File: src/rtl/core/wcl_pkg.sv
`timescale 1ns / 1ps

package wcl_pkg;

  // configuration register indexes
  localparam logic REG_MODE  = 1'b0;
  localparam logic REG_COUNT = 1'b1;

  localparam int unsigned COUNT_W = 16;
  localparam int unsigned CHAR_W  = 8;

  // mode codes; the unused code behaves as collapse only
  localparam logic [1:0] MODE_COLLAPSE  = 2'd0;
  localparam logic [1:0] MODE_WORDS     = 2'd1;
  localparam logic [1:0] MODE_SENTENCES = 2'd2;

  localparam logic [CHAR_W-1:0] CH_DOT = 8'h2E;
  localparam logic [CHAR_W-1:0] CH_NL  = 8'h0A;
  localparam logic [CHAR_W-1:0] CH_SP  = 8'h20;
  localparam logic [CHAR_W-1:0] CH_TAB = 8'h09;
  localparam logic [CHAR_W-1:0] CH_CR  = 8'h0D;

  function automatic logic is_space(input logic [CHAR_W-1:0] c);
    return (c == CH_SP) || ((c >= CH_TAB) && (c <= CH_CR));
  endfunction

endpackage

File: src/rtl/core/whitespace_collapse_line_wrap_unit.sv
`timescale 1ns / 1ps

// channel | handshake           | payload
// --------+---------------------+---------------------------
// in      | in_valid, in_stall  | in_char
// out     | out_valid, out_stall| out_char, last_of_run
// cfg     | cfg_we              | cfg_index, cfg_data
//
// a text byte is decided in the cycle of its transfer and its results land in
// a two-byte result register; the output side drains that register one byte
// per cycle while out_stall is low; an item giving one byte then sustains one
// item per cycle. an item of two bytes (line break or inserted space first)
// holds input until its first byte leaves. whitespace bytes give no result.
// rst is synchronous and active high: state returns to line start, mode 0 and
// count 1. in_stall rises while the result register cannot take a new item,
// so a stall on the output holds input back within the same cycle.

module whitespace_collapse_line_wrap_unit (
  input  logic                          clk,
  input  logic                          rst,
  // configuration writes
  input  logic                          cfg_we,
  input  logic                          cfg_index,
  input  logic [wcl_pkg::COUNT_W-1:0]   cfg_data,
  // input text bytes
  input  logic                          in_valid,
  output logic                          in_stall,
  input  logic [wcl_pkg::CHAR_W-1:0]    in_char,
  // output bytes
  output logic                          out_valid,
  input  logic                          out_stall,
  output logic [wcl_pkg::CHAR_W-1:0]    out_char,
  output logic                          last_of_run
);

  // configuration registers
  logic [1:0]                    mode;
  logic [wcl_pkg::COUNT_W-1:0]   count_per_line;

  // text state
  logic                          pending_space;
  logic                          at_line_start;
  logic [wcl_pkg::COUNT_W-1:0]   word_count;
  logic [wcl_pkg::COUNT_W-1:0]   sentence_count;
  logic                          after_dot;

  // result register: up to two bytes, byte0 is shown first
  logic [1:0]                    res_count;
  logic [wcl_pkg::CHAR_W-1:0]    res_byte0;
  logic [wcl_pkg::CHAR_W-1:0]    res_byte1;

  logic                          in_xfer;
  logic                          out_xfer;

  // next-state values from the current byte
  logic                          pending_space_next;
  logic                          at_line_start_next;
  logic [wcl_pkg::COUNT_W-1:0]   word_count_next;
  logic [wcl_pkg::COUNT_W-1:0]   sentence_count_next;
  logic                          after_dot_next;
  logic                          is_ws;
  logic                          prefix_valid;
  logic [wcl_pkg::CHAR_W-1:0]    prefix_char;

  assign out_valid   = (res_count != 2'd0);
  assign out_char    = res_byte0;
  assign last_of_run = (res_count == 2'd1);
  assign out_xfer    = out_valid && !out_stall;

  // room when empty, or when the last byte leaves this cycle
  assign in_stall = !((res_count == 2'd0) || ((res_count == 2'd1) && !out_stall));
  assign in_xfer  = in_valid && !in_stall;

  // decide what one byte emits and how the state moves
  always_comb begin
    logic                        gap;
    logic                        sol;
    logic                        is_dot;
    logic [wcl_pkg::COUNT_W-1:0] cnt_inc;

    is_ws   = wcl_pkg::is_space(in_char);
    is_dot  = (in_char == wcl_pkg::CH_DOT);
    gap     = pending_space;
    sol     = at_line_start;
    cnt_inc = '0;

    pending_space_next  = pending_space;
    at_line_start_next  = at_line_start;
    word_count_next     = word_count;
    sentence_count_next = sentence_count;
    after_dot_next      = after_dot;
    prefix_valid        = 1'b0;
    prefix_char         = wcl_pkg::CH_SP;

    if (is_ws) begin
      pending_space_next = 1'b1;
    end else begin
      case (mode)
        wcl_pkg::MODE_WORDS: begin
          // a gap after a word on this line closes that word
          if (!sol && gap) begin
            cnt_inc = word_count + 1'b1;
            if (cnt_inc == count_per_line) begin
              word_count_next = '0;
              prefix_valid    = 1'b1;
              prefix_char     = wcl_pkg::CH_NL;
              sol             = 1'b1;
            end else begin
              word_count_next = cnt_inc;
            end
          end
        end
        wcl_pkg::MODE_SENTENCES: begin
          // at line start a pending gap counts for nothing
          if (sol) begin
            gap = 1'b0;
          end
          sol = 1'b0;
          if (is_dot && !after_dot) begin
            after_dot_next = 1'b1;
          end else if (after_dot && (!is_dot || gap)) begin
            // dot run closed: one more sentence
            cnt_inc        = sentence_count + 1'b1;
            after_dot_next = is_dot;
            if (cnt_inc == count_per_line) begin
              sentence_count_next = '0;
              prefix_valid        = 1'b1;
              prefix_char         = wcl_pkg::CH_NL;
              sol                 = 1'b1;
            end else begin
              sentence_count_next = cnt_inc;
              if (!gap) begin
                // space after a dot that had none
                prefix_valid = 1'b1;
                prefix_char  = wcl_pkg::CH_SP;
                sol          = 1'b1;
              end
            end
          end
        end
        default: begin
          // collapse only
        end
      endcase

      if (gap && !sol) begin
        prefix_valid = 1'b1;
        prefix_char  = wcl_pkg::CH_SP;
      end

      pending_space_next = 1'b0;
      at_line_start_next = 1'b0;
    end
  end

  // configuration and text state
  always_ff @(posedge clk) begin
    if (rst) begin
      mode           <= wcl_pkg::MODE_COLLAPSE;
      count_per_line <= wcl_pkg::COUNT_W'(1);
      pending_space  <= 1'b0;
      at_line_start  <= 1'b1;
      word_count     <= '0;
      sentence_count <= '0;
      after_dot      <= 1'b0;
    end else begin
      if (cfg_we) begin
        case (cfg_index)
          wcl_pkg::REG_MODE:  mode           <= cfg_data[1:0];
          wcl_pkg::REG_COUNT: count_per_line <= cfg_data;
          default:            mode           <= mode;
        endcase
      end
      if (in_xfer) begin
        pending_space  <= pending_space_next;
        at_line_start  <= at_line_start_next;
        word_count     <= word_count_next;
        sentence_count <= sentence_count_next;
        after_dot      <= after_dot_next;
      end
    end
  end

  // result register fill count
  always_ff @(posedge clk) begin
    if (rst) begin
      res_count <= 2'd0;
    end else if (in_xfer && !is_ws) begin
      res_count <= prefix_valid ? 2'd2 : 2'd1;
    end else if (out_xfer) begin
      res_count <= res_count - 2'd1;
    end
  end

  // result bytes, no reset needed
  always_ff @(posedge clk) begin
    if (in_xfer && !is_ws) begin
      res_byte0 <= prefix_valid ? prefix_char : in_char;
      res_byte1 <= in_char;
    end else if (out_xfer) begin
      res_byte0 <= res_byte1;
    end
  end

endmodule
File: config.mk
export PLATFORM = sky130hd
export DESIGN_NAME = whitespace_collapse_line_wrap_unit
export DESIGN_NICKNAME = d
export VERILOG_FILES = /design/src/rtl/core/wcl_pkg.sv /design/src/rtl/core/whitespace_collapse_line_wrap_unit.sv
export SDC_FILE = /design/constraint.sdc
export NUM_CORES = 1
export LEC_CHECK = 0
export BUFFER_PORTS_ARGS = -buffer_cell sky130_fd_sc_hd__buf_4
export CORE_MARGIN = 1.5
export CORE_UTILIZATION = 40
export CTS_CLUSTER_SIZE = 28
export DETAILED_ROUTE_END_ITERATION = 16
export PLACE_DENSITY = 0.66
export SKIP_LAST_GASP = 1
export SYNTH_ARGS = -nofsm -noshare
export SYNTH_HDL_FRONTEND = slang
export SYNTH_SLANG_ARGS = --single-unit
File: constraint.sdc
create_clock -name clk -period 6.75 [get_ports clk]
set_clock_uncertainty 0.1 [all_clocks]
set_input_delay 0.675 -clock clk [delete_from_list [all_inputs] [get_ports clk]]
set_output_delay 0.675 -clock clk [all_outputs]
set_load 0.05 [all_outputs]
==> results by group, run 1 <==
Status
  • Status: completed

Clock network
  • Clock transition at path regs: 0.08 ns
  • CTS buffer count: 9
  • H-tree Lvls: 3
  • Post-cts sizing count: 0
  • Sink Count: 71
  • CTS tree: built
  • Hold_buf cts: 0
  • Post-CTS Setup Bufs: 0
  • Clk_lat worst skew: 0.36 ns
  • Clk root buf: clkbuf_8
  • Clock Path Buffers: 2

Finish
  • Final Net Count: 587
  • Layout cells sized above 1: 0.110
  • # diodes: 0
  • Final instance area: 4880 um^2
  • Synth-to-Final Area Change: 13.3%
  • Most frequent cells in the layout: nand2_1, dfxtp_1, nor2_1
  • Commonest non-fill, non-tap cell in the layout: nand2_1
  • Final core utilization: 0.470

Worst setup path
  • Critical path data arrival time: 3.50 ns
  • Worst setup path category: reg -> reg
  • RR Endpoint: sentence_count[6]
  • R2R Setup Slk: 3.37 ns
  • Crit path max fanout: 13
  • Reg2reg path depth: 7
  • Startpoint types: flip-flop
  • Crit end category: flip-flop
  • Worst r2r src: sentence_count[0]
  • Critical Path RT: 6.86 ns

Power and ir drop
  • Worst IR Drop VDD: 100 uV
  • Share of power burned in registers: 0.439
  • Switching part of the total power: 0.290
  • Switching power: 0.315 mW
  • Share of total power in the clock network: 0.390
  • Tot Pwr: 1.09 mW
  • PwrDens: 223 nW/um^2
  • Logic pwr share: 0.171
  • Internal power: 0.772 mW
  • Leak pwr: 1.78 nW

GRT
  • Global route overflow: 0
  • Vias in the first global route: 3651
  • GRT Overall Usage: 0.200
  • Largest net degree at the start of global routing: 50
  • Initial antenna violation count: 0
  • First-pass GRT wire length: 18200 um

Detailed routing
  • Final antenna-violating net count: 0
  • Routed via count: 3886
  • Drt wl/cell: 15.4 um
  • Vias per cell: 5.62
  • Drt total wl: 10700 um
  • Routed wl met3: 593 um
  • WL met1: 5080 um
  • Initial DRT Pass Iterations: 5
  • Met2 WL: 4750 um
  • Post-route DRC: 0
  • DR top layer: met4
  • Initial drt markers: 268

Placement
  • Detail Placement HPWL: 7650 um
  • Post-Place Setup Slack: 3.24 ns
  • GPL Wtd Cong: 0.894
  • Dpl cell area: 4640 um^2
  • IO buf count: 40

Logic synthesis
  • Number of synthesized flops with an enable pin: 16
  • Syn Nets: 568
  • Syn Inst Count: 532
  • Yosys warnings: 0
  • Post-synthesis cell area: 4300 um^2
  • Post-synthesis sequential area ratio: 0.367
  • Register bit total from synthesis: 71
  • Netlist cell types: 59
  • Post-synth ARST share: 0
  • Ys flop type: dfxtp_1
  • Avg Cell Area, Syn: 8.09 um^2

Timing
  • Final worst path period need: 3.38 ns
  • Final period util: 0.501
  • Setup violators final: 0
  • Max Slew Vio Count: 0
  • Setup TNS: 0 ns
  • Worst Setup Slack, final: 3.37 ns
  • Final hold violations: 0
  • RSZ-0062 raised after global routing: false
  • Worst-margin pin slew: 1.18 ns
  • FMAX: 0.296 GHz
  • Max-Slew Margin vs Limit: 0.207

Floorplan
  • Num rows: 37
  • Height of the die: 107 um
  • Die width: 107 um
  • IO Pins: 41
  • Starting Density: 0.415
  • Die ar.: 11400 um^2
  • Core area: 10400 um^2

Hold path
  • Hold depth: 1
  • HP Start: at_line_start
  • Hold Path Sink: at_line_start
  • Worst hold path class: reg -> reg

Flow run
  • Max cap viols: 0
state kept, by name, indices dropped and copies added (netlist names), 2 cells and up:
signal	cells
count_per_line	16
mode	2
out_char	8
res_byte1	8
res_count	2
sentence_count	16
word_count	16
logic make-up (layout without fill, tap and decap cells):
family                   Yosys count  after routing  synth area share
adder cells (fa/ha/maj)            6              6            0.0174
flip-flops                        71             71             0.367
buffers and inverters             44             68            0.0436
XOR/XNOR                          61             61             0.124
AO/OA/AOI/OAI                     87             87             0.127
multiplexers                       5              5            0.0119
AND/OR/NAND/NOR                  258            258             0.308
final cells by class:
| cell class | count | area (um^2) |
|---|---|---|
| clock buffer | 9 | 124 |
| clock inverter | 7 | 119 |
| fill | 1050 | 5490 |
| inverter | 11 | 41.3 |
| multi-input combinational | 417 | 2530 |
| sequential | 71 | 1580 |
| tap | 136 | 170 |
| timing repair buffer | 41 | 308 |
per-layer routing:
metal,global-route usage,vias up
li1,-,1921
met1,0.282,1824
met2,0.298,116
met3,0.0462,25
met4,0.0762,0
met5,0,-
worst max-delay path by stage:
stage | from | end | slack [ns] | cells past startpoint
after floorplan | res_count[1] | out_char[0] | 3.61 | 7
after global placement | in_char[0] | out_char[5] | 3.31 | 8
after detailed placement | in_char[0] | out_char[5] | 3.24 | 8
after CTS | sentence_count[0] | sentence_count[6] | 3.41 | 8
after global routing | sentence_count[0] | sentence_count[6] | 3.12 | 8
final | sentence_count[0] | sentence_count[6] | 3.37 | 7
power by group through the flow:
stage	sequential, mW	clock, mW	combinational (mW)
detailed placement	0.487	0	0.186
global route	0.480	0.454	0.201
floorplan	0.517	0	0.0970
global placement	0.487	0	0.183
finish	0.477	0.424	0.186
CTS	0.477	0.427	0.187
synth_stat cells, types with 9 or more instances:
cell type	instances	area, um^2
edfxtp_1	16	480
inv_1	11	41.3
and3_1	9	56.3
nor2_1	50	188
nor3_1	27	135
nand4_1	10	62.6
nand3_1	24	120
a21oi_1	30	150
clkbuf_1	18	67.6
xor2_1	24	210
nand2_1	74	278
nand2b_1	12	75.1
dfxtp_1	55	1100
buf_2	11	55.1
xnor2_1	37	324
nor4_1	9	56.3
o21ai_0	15	75.1
worst max-delay path, cell delays in order (launching register included):
cell       delay (ns)
dfxtp_1          0.52
ha_1             0.35
nand4_1          0.29
a2111oi_0        0.52
and4_1           0.25
o2111ai_1        0.28
o21bai_1         0.80
nor2_1           0.13
per-stage QoR:
| step | cells | hold slack [ns] |
|---|---|---|
| floorplan | 532 | 0.354 |
| global placement | 676 | 0.383 |
| detailed placement | 676 | 0.386 |
| CTS | 692 | 0.398 |
| global route | 692 | 0.388 |
| finish | 692 | 0.402 |
Power figures use the tool's default switching activity.
==> run 2, diff against run 1 <==
--- a/config.mk
+++ b/config.mk
@@ -5,12 +5,13 @@
 export SDC_FILE = /design/constraint.sdc
 export NUM_CORES = 1
 export LEC_CHECK = 0
+export ABC_AREA = 1
 export BUFFER_PORTS_ARGS = -buffer_cell sky130_fd_sc_hd__buf_4
 export CORE_MARGIN = 1.5
 export CORE_UTILIZATION = 40
 export CTS_CLUSTER_SIZE = 28
 export DETAILED_ROUTE_END_ITERATION = 16
-export PLACE_DENSITY = 0.66
+export PLACE_DENSITY = 0.68
 export SKIP_LAST_GASP = 1
 export SYNTH_ARGS = -nofsm -noshare
 export SYNTH_HDL_FRONTEND = slang
==> constraint.sdc (replaced) <==
create_clock -name clk -period 2.9 [get_ports clk]
set_clock_uncertainty 0.1 [all_clocks]
set_input_delay 0.29 -clock clk [delete_from_list [all_inputs] [get_ports clk]]
set_output_delay 0.29 -clock clk [all_outputs]
set_load 0.05 [all_outputs]
==> run 2 against run 1 <==
Sequential share of layout area fell by 0.90 points. Synthesized cell count grew 25%. Largest cell class unchanged. First-iteration DRC count is 23% lower. Clock power up 110%.
==> results by group, run 2 <==
Logic synthesis
  • Post-synthesis cell area: 4340 um^2
  • Yosys warnings: 0
  • Largest cells by area after synthesis: dfxtp_1, nand2_1, edfxtp_1, nand3_1, inv_1
  • Most frequent cell after synthesis: nand2_1
  • Dominant cell type by area after synthesis: dfxtp_1
  • Netlist cell types: 37
  • Post-synthesis sequential area ratio: 0.364
  • Simple-gate share of the synthesized area: 0.408
  • Ys flop type: dfxtp_1
  • Mux cell area share after synthesis: 0
  • Adder-cell share of the synthesized area: 0.0173
  • Post-synth ARST share: 0
  • Synth cell count leaders: nand2_1, nand3_1, inv_1
  • Syn Inst Count: 666
  • Register bit total from synthesis: 71
  • Syn Nets: 702
  • Post-synthesis xor/xnor area fraction: 0.0233
  • Number of synthesized flops with an enable pin: 16
  • Synth top area share: 0.253
  • Largest family of logic cells by synthesized area: simple AND/OR/NAND/NOR gates
  • Avg Cell Area, Syn: 6.52 um^2
  • Post-synthesis compound-gate area fraction: 0.104

Flow run
  • Max cap viols: 0

Finish
  • Most frequent cells in the layout: nand2_1, nand3_1, inv_1
  • Commonest non-fill, non-tap cell in the layout: nand2_1
  • Final core utilization: 0.485
  • Layout cells sized above 1: 0.152
  • # diodes: 0
  • Final Net Count: 743
  • # fillers: 1042
  • Final instance area: 5050 um^2
  • Synth-to-Final Area Change: 16.3%
  • Largest regs: count_per_line (16), sentence_count (16), word_count (16)

Detailed routing
  • Drt total wl: 11400 um
  • Drt wl/cell: 13.5 um
  • Routed via count: 4426
  • Initial drt markers: 207
  • Vias per cell: 5.22
  • Final antenna-violating net count: 0
  • Post-route DRC: 0
  • Initial DRT Pass Iterations: 6

Power and ir drop
  • Internal power: 1.82 mW
  • Leak pwr: 2.10 nW
  • Share of power burned in registers: 0.427
  • Share of total power in the clock network: 0.318
  • Logic pwr share: 0.255
  • Switching power: 0.916 mW
  • Worst IR Drop VDD: 471 uV
  • PwrDens: 541 nW/um^2
  • Switching part of the total power: 0.335

Timing
  • Worst-margin pin slew: 0.801 ns
  • Worst Setup Slack, final: 0.248 ns
  • Final worst path period need: 2.65 ns
  • Final hold violations: 0
  • Setup TNS: 0 ns
  • RSZ-0062 raised after global routing: true
  • Worst hold margin: 0.0268 ns
  • Max-Slew Margin vs Limit: 0.466
  • FMAX: 0.377 GHz
  • Setup violators final: 0
  • Final period util: 0.915
  • Max Slew Vio Count: 0

Worst setup path
  • Crit end category: flip-flop
  • Critical Path RT: 3.08 ns
  • Crit path max fanout: 16
  • Worst setup path category: reg -> reg
  • Startpoint types: flip-flop
  • Reg2reg path depth: 12
  • Critical path data arrival time: 2.83 ns

Hold path
  • Worst hold path class: in -> reg
  • Hold depth: 1

GRT
  • Initial antenna violation count: 0
  • GRT Overall Usage: 0.207
  • Global route overflow: 0
  • Vias in the first global route: 4043
  • First-pass GRT wire length: 18800 um
  • Largest net degree at the start of global routing: 35

Clock network
  • Clk root buf: clkbuf_8
  • CTS tree: built
  • Clk_lat worst skew: 0.35 ns
  • Clock Path Buffers: 2
  • CTS buffer count: 9
  • H-tree Lvls: 3
  • Clock transition at path regs: 0.08 ns
  • Sink Count: 71

Floorplan
  • Num rows: 37
  • IO Pins: 41
  • Starting Density: 0.417
  • Die ar.: 11500 um^2
  • Height of the die: 107 um
  • Core area: 10400 um^2
  • Die width: 107 um

Placement
  • GPL Wtd Cong: 0.850
  • Post-Place Setup Slack: 0.158 ns
  • Dpl cell area: 4780 um^2
  • IO buf count: 40
  • Detail Placement HPWL: 8460 um

Status
  • Status: completed
-- run 2: cell types whose count changed in the layout (fill, tap and decap cells not counted), moves of 9 or more --
cell	before	now
xnor2_1	37	2
a21oi_1	30	51
nand2b_1	12	0
nor4_1	9	0
nand2_1	74	211
inv_1	11	75
and3_1	9	0
nand2_2	0	11
nor3_1	27	4
nand3_1	24	76
xor2_1	24	7
-- run 2: what timing repair did --
item,CTS,global route
hold endpoints to repair,0,0
hold buffers,0,0
gates resized for setup,0,20
buffers inserted,0,1
setup endpoints to repair,0,39
-- run 2: stage by stage --
| stage | total power, mW | std cells |
|---|---|---|
| floorplan | 1.67 | 666 |
| global placement | 1.87 | 831 |
| detailed placement | 1.89 | 831 |
| CTS | 2.74 | 847 |
| global route | 2.85 | 848 |
| finish | 2.73 | 848 |
-- run 2: cell families after synthesis --
family / Yosys count
fa+ha+maj: 6
buf+inv: 94
flops: 71
simple gates: 401
compound gates: 84
xor+xnor: 10
-- run 2: power groups by stage --
stage	Clock [mW]	Sequential, mW	Combinational [mW]
after floorplan	0	1.32	0.348
after global placement	0	1.19	0.682
after detailed placement	0	1.19	0.695
after CTS	0.877	1.17	0.697
after global routing	0.915	1.18	0.760
final	0.870	1.17	0.697
-- run 2: path summary, 6_finish.rpt --
check	from	to	slack, ns
min	in_char[4]	res_byte1[4]	0.03
max reg2reg	word_count[2]	word_count[12]	0.25
min reg2reg	at_line_start	at_line_start	0.37
max	word_count[2]	word_count[12]	0.25
-- run 2: final cells by class --
cell class	count	area (um^2)	area share
multi-input cells	501	2440	0.483
flip-flops and latches	71	1590	0.315
repair buffers	46	345	0.0683
inverters	78	293	0.0579
well taps	136	170	0.0337
clock buffers	9	124	0.0245
clock inverters	7	87.6	0.0173
-- run 2: per-layer routing --
metal	routed length, um	part of all wire	vias up	track usage
met5	0	0	-	0
met4	340	0.030	0	0.0790
met3	633	0.055	25	0.0486
met2	5220	0.46	140	0.345
met1	5240	0.46	2014	0.260
li1	-	-	2247	-
-- run 2: critical path, cell delays in order, from the launching register on --
cell and delay [ns]:
dfxtp_1 0.45, nand2_2 0.10, nor2_4 0.24, nand4_1 0.24, nand2_1 0.14, nand2_1 0.06, nand2_1 0.10, nor2_1 0.06
nand2_1 0.07, nor2_2 0.05, a21oi_2 0.64, nand3_1 0.14, a21oi_1 0.18
==> run 3, diff against run 2 <==
--- a/config.mk
+++ b/config.mk
@@ -5,7 +5,6 @@
 export SDC_FILE = /design/constraint.sdc
 export NUM_CORES = 1
 export LEC_CHECK = 0
-export ABC_AREA = 1
 export BUFFER_PORTS_ARGS = -buffer_cell sky130_fd_sc_hd__buf_4
 export CORE_MARGIN = 1.5
 export CORE_UTILIZATION = 40
==> run 3 against run 2 <==
Maximum frequency decreased by 1.1%. Count of clock-buffer cells in the layout rose by 2. Via count is 11% lower. Final cell count down 15%. Critical path depth shrank 5. Combinational power is 34% lower. Sequential share of layout area is 0.28 points lower. Die area down 0.90%. Critical path type unchanged. Largest power group unchanged.
==> results by group, run 3 (synthesis results as in run 1) <==
Clock network
  • Clk_lat worst skew: 0.36 ns
  • Sink Count: 71
  • Hold_buf cts: 0
  • Post-CTS Setup Bufs: 0
  • CTS buffer count: 9
  • H-tree Lvls: 3
  • CTS tree: built
  • Clk root buf: clkbuf_8
  • Clock transition at path regs: 0.08 ns
  • Clock Path Buffers: 2

Floorplan
  • Die width: 107 um
  • Starting Density: 0.415
  • Num rows: 37
  • Height of the die: 107 um
  • IO Pins: 41
  • Core area: 10400 um^2
  • Die ar.: 11400 um^2

Detailed routing
  • Drt wl/cell: 15.4 um
  • Initial drt markers: 244
  • Routed via count: 3947
  • Post-route DRC: 0
  • Initial DRT Pass Iterations: 4
  • Vias per cell: 5.48
  • Final antenna-violating net count: 0
  • Drt total wl: 11100 um

Worst setup path
  • Worst setup path category: reg -> reg
  • Startpoint types: flip-flop
  • Critical path data arrival time: 2.68 ns
  • Crit path max fanout: 6
  • Crit end category: flip-flop
  • Critical Path RT: 2.89 ns

Finish
  • Synth-to-Final Area Change: 17.6%
  • Most frequent cells in the layout: nand2_1, buf_4, dfxtp_1
  • # fillers: 1039
  • Final instance area: 5060 um^2
  • Largest regs: count_per_line (16), sentence_count (16), word_count (16)
  • Commonest non-fill, non-tap cell in the layout: nand2_1
  • Layout cells sized above 1: 0.159
  • Reg area: 1580 um^2
  • Final Net Count: 615
  • # diodes: 0
  • Multi-input combinational cell area: 2550 um^2

Power and ir drop
  • Share of total power in the clock network: 0.342
  • PwrDens: 472 nW/um^2
  • Leak pwr: 1.90 nW
  • Share of power burned in registers: 0.465
  • Internal power: 1.67 mW
  • Logic pwr share: 0.194
  • Tot Pwr: 2.39 mW
  • Switching part of the total power: 0.300
  • Worst IR Drop VDD: 312 uV
  • Switching power: 0.717 mW

Status
  • Status: completed

Timing
  • Max-Slew Margin vs Limit: 0.590
  • Max Slew Vio Count: 0
  • Setup violators final: 0
  • FMAX: 0.373 GHz
  • RSZ-0062 raised after global routing: false
  • Final hold violations: 0
  • Final worst path period need: 2.68 ns
  • Setup TNS: 0 ns
  • Worst-margin pin slew: 0.615 ns
  • Final period util: 0.925

GRT
  • GRT Overall Usage: 0.206
  • Initial antenna violation count: 0
  • Global route overflow: 0
  • First-pass GRT wire length: 18400 um
  • Largest net degree at the start of global routing: 50
  • Vias in the first global route: 3777

Placement
  • Detail Placement HPWL: 8120 um
  • Dpl cell area: 4850 um^2
  • IO buf count: 40
  • GPL Wtd Cong: 0.958

Flow run
  • Max cap viols: 0

Hold path
  • Worst hold path class: in -> reg
==> run 3: changes by cell type in the layout (fill, tap and decap cells not counted), sizes merged, moves of 10 or more <==
cell | previous run | this run
o21ai | 26 | 15
xnor2 | 2 | 37
buf | 46 | 69
nor4 | 0 | 10
nor2 | 65 | 50
nand2 | 223 | 74
nand2b | 0 | 12
inv | 77 | 12
a21oi | 52 | 30
xor2 | 7 | 24
nor3 | 4 | 27
nand3 | 79 | 24
==> run 3: power by group through the flow <==
stage	clock, mW	combinational [mW]	sequential, mW
final	0.817	0.463	1.11
after global routing	0.873	0.500	1.12
after CTS	0.842	0.465	1.11
after detailed placement	0	0.463	1.13
after global placement	0	0.454	1.13
after floorplan	0	0.228	1.20
==> run 3: area by class of cell <==
| type | instances | share of cell area |
|---|---|---|
| clock inverters | 5 | 0.0111 |
| repair buffers | 69 | 0.102 |
| well taps | 136 | 0.0336 |
| multi-input cells | 417 | 0.504 |
| flip-flops and latches | 71 | 0.312 |
| inverters | 11 | 0.00816 |
| clock buffers | 11 | 0.0287 |
==> run 3: path summary, 6_finish.rpt <==
kind | from | cells after the start | end | slack [ns]
setup reg to reg | word_count[8] | 7 | out_char[5] | 0.22
hold / removal | in_char[7] | 1 | res_byte1[7] | 0.03
hold reg to reg | at_line_start | 1 | at_line_start | 0.40
setup / recovery | word_count[8] | 7 | out_char[5] | 0.22
==> run 3: critical path, stage by stage, from the launching register on <==
cell,delay [ns]
dfxtp_1,0.46
inv_1,0.12
or4_4,0.56
or3b_1,0.36
a31oi_1,0.21
nor2_1,0.14
o41ai_1,0.36
o22ai_1,0.11
==> run 3: stage by stage <==
stage / cells / hold WS, ns / setup WS, ns / utilization
floorplan: 532 / 0.289 / 0.0380 / -
global placement: 704 / 0.368 / 0.280 / 0.468
detailed placement: 704 / 0.380 / 0.203 / 0.468
CTS: 720 / 0.00559 / 0.165 / 0.487
global route: 720 / 0.0127 / 0.0108 / 0.488
finish: 720 / 0.0281 / 0.217 / 0.488
==> run 3: repair_timing <==
item / in CTS / in global routing
endpoints found under the hold margin: 0 / 0
gates resized for setup: 0 / 2
setup endpoints to repair: 0 / 4
==> run 3: per-layer routing <==
layer	track usage	share of wire	up-vias
li1	-	-	1980
met1	0.274	0.47	1872
met2	0.337	0.47	81
met3	0.0280	0.044	14
met4	0.0790	0.014	0
met5	0	0	-
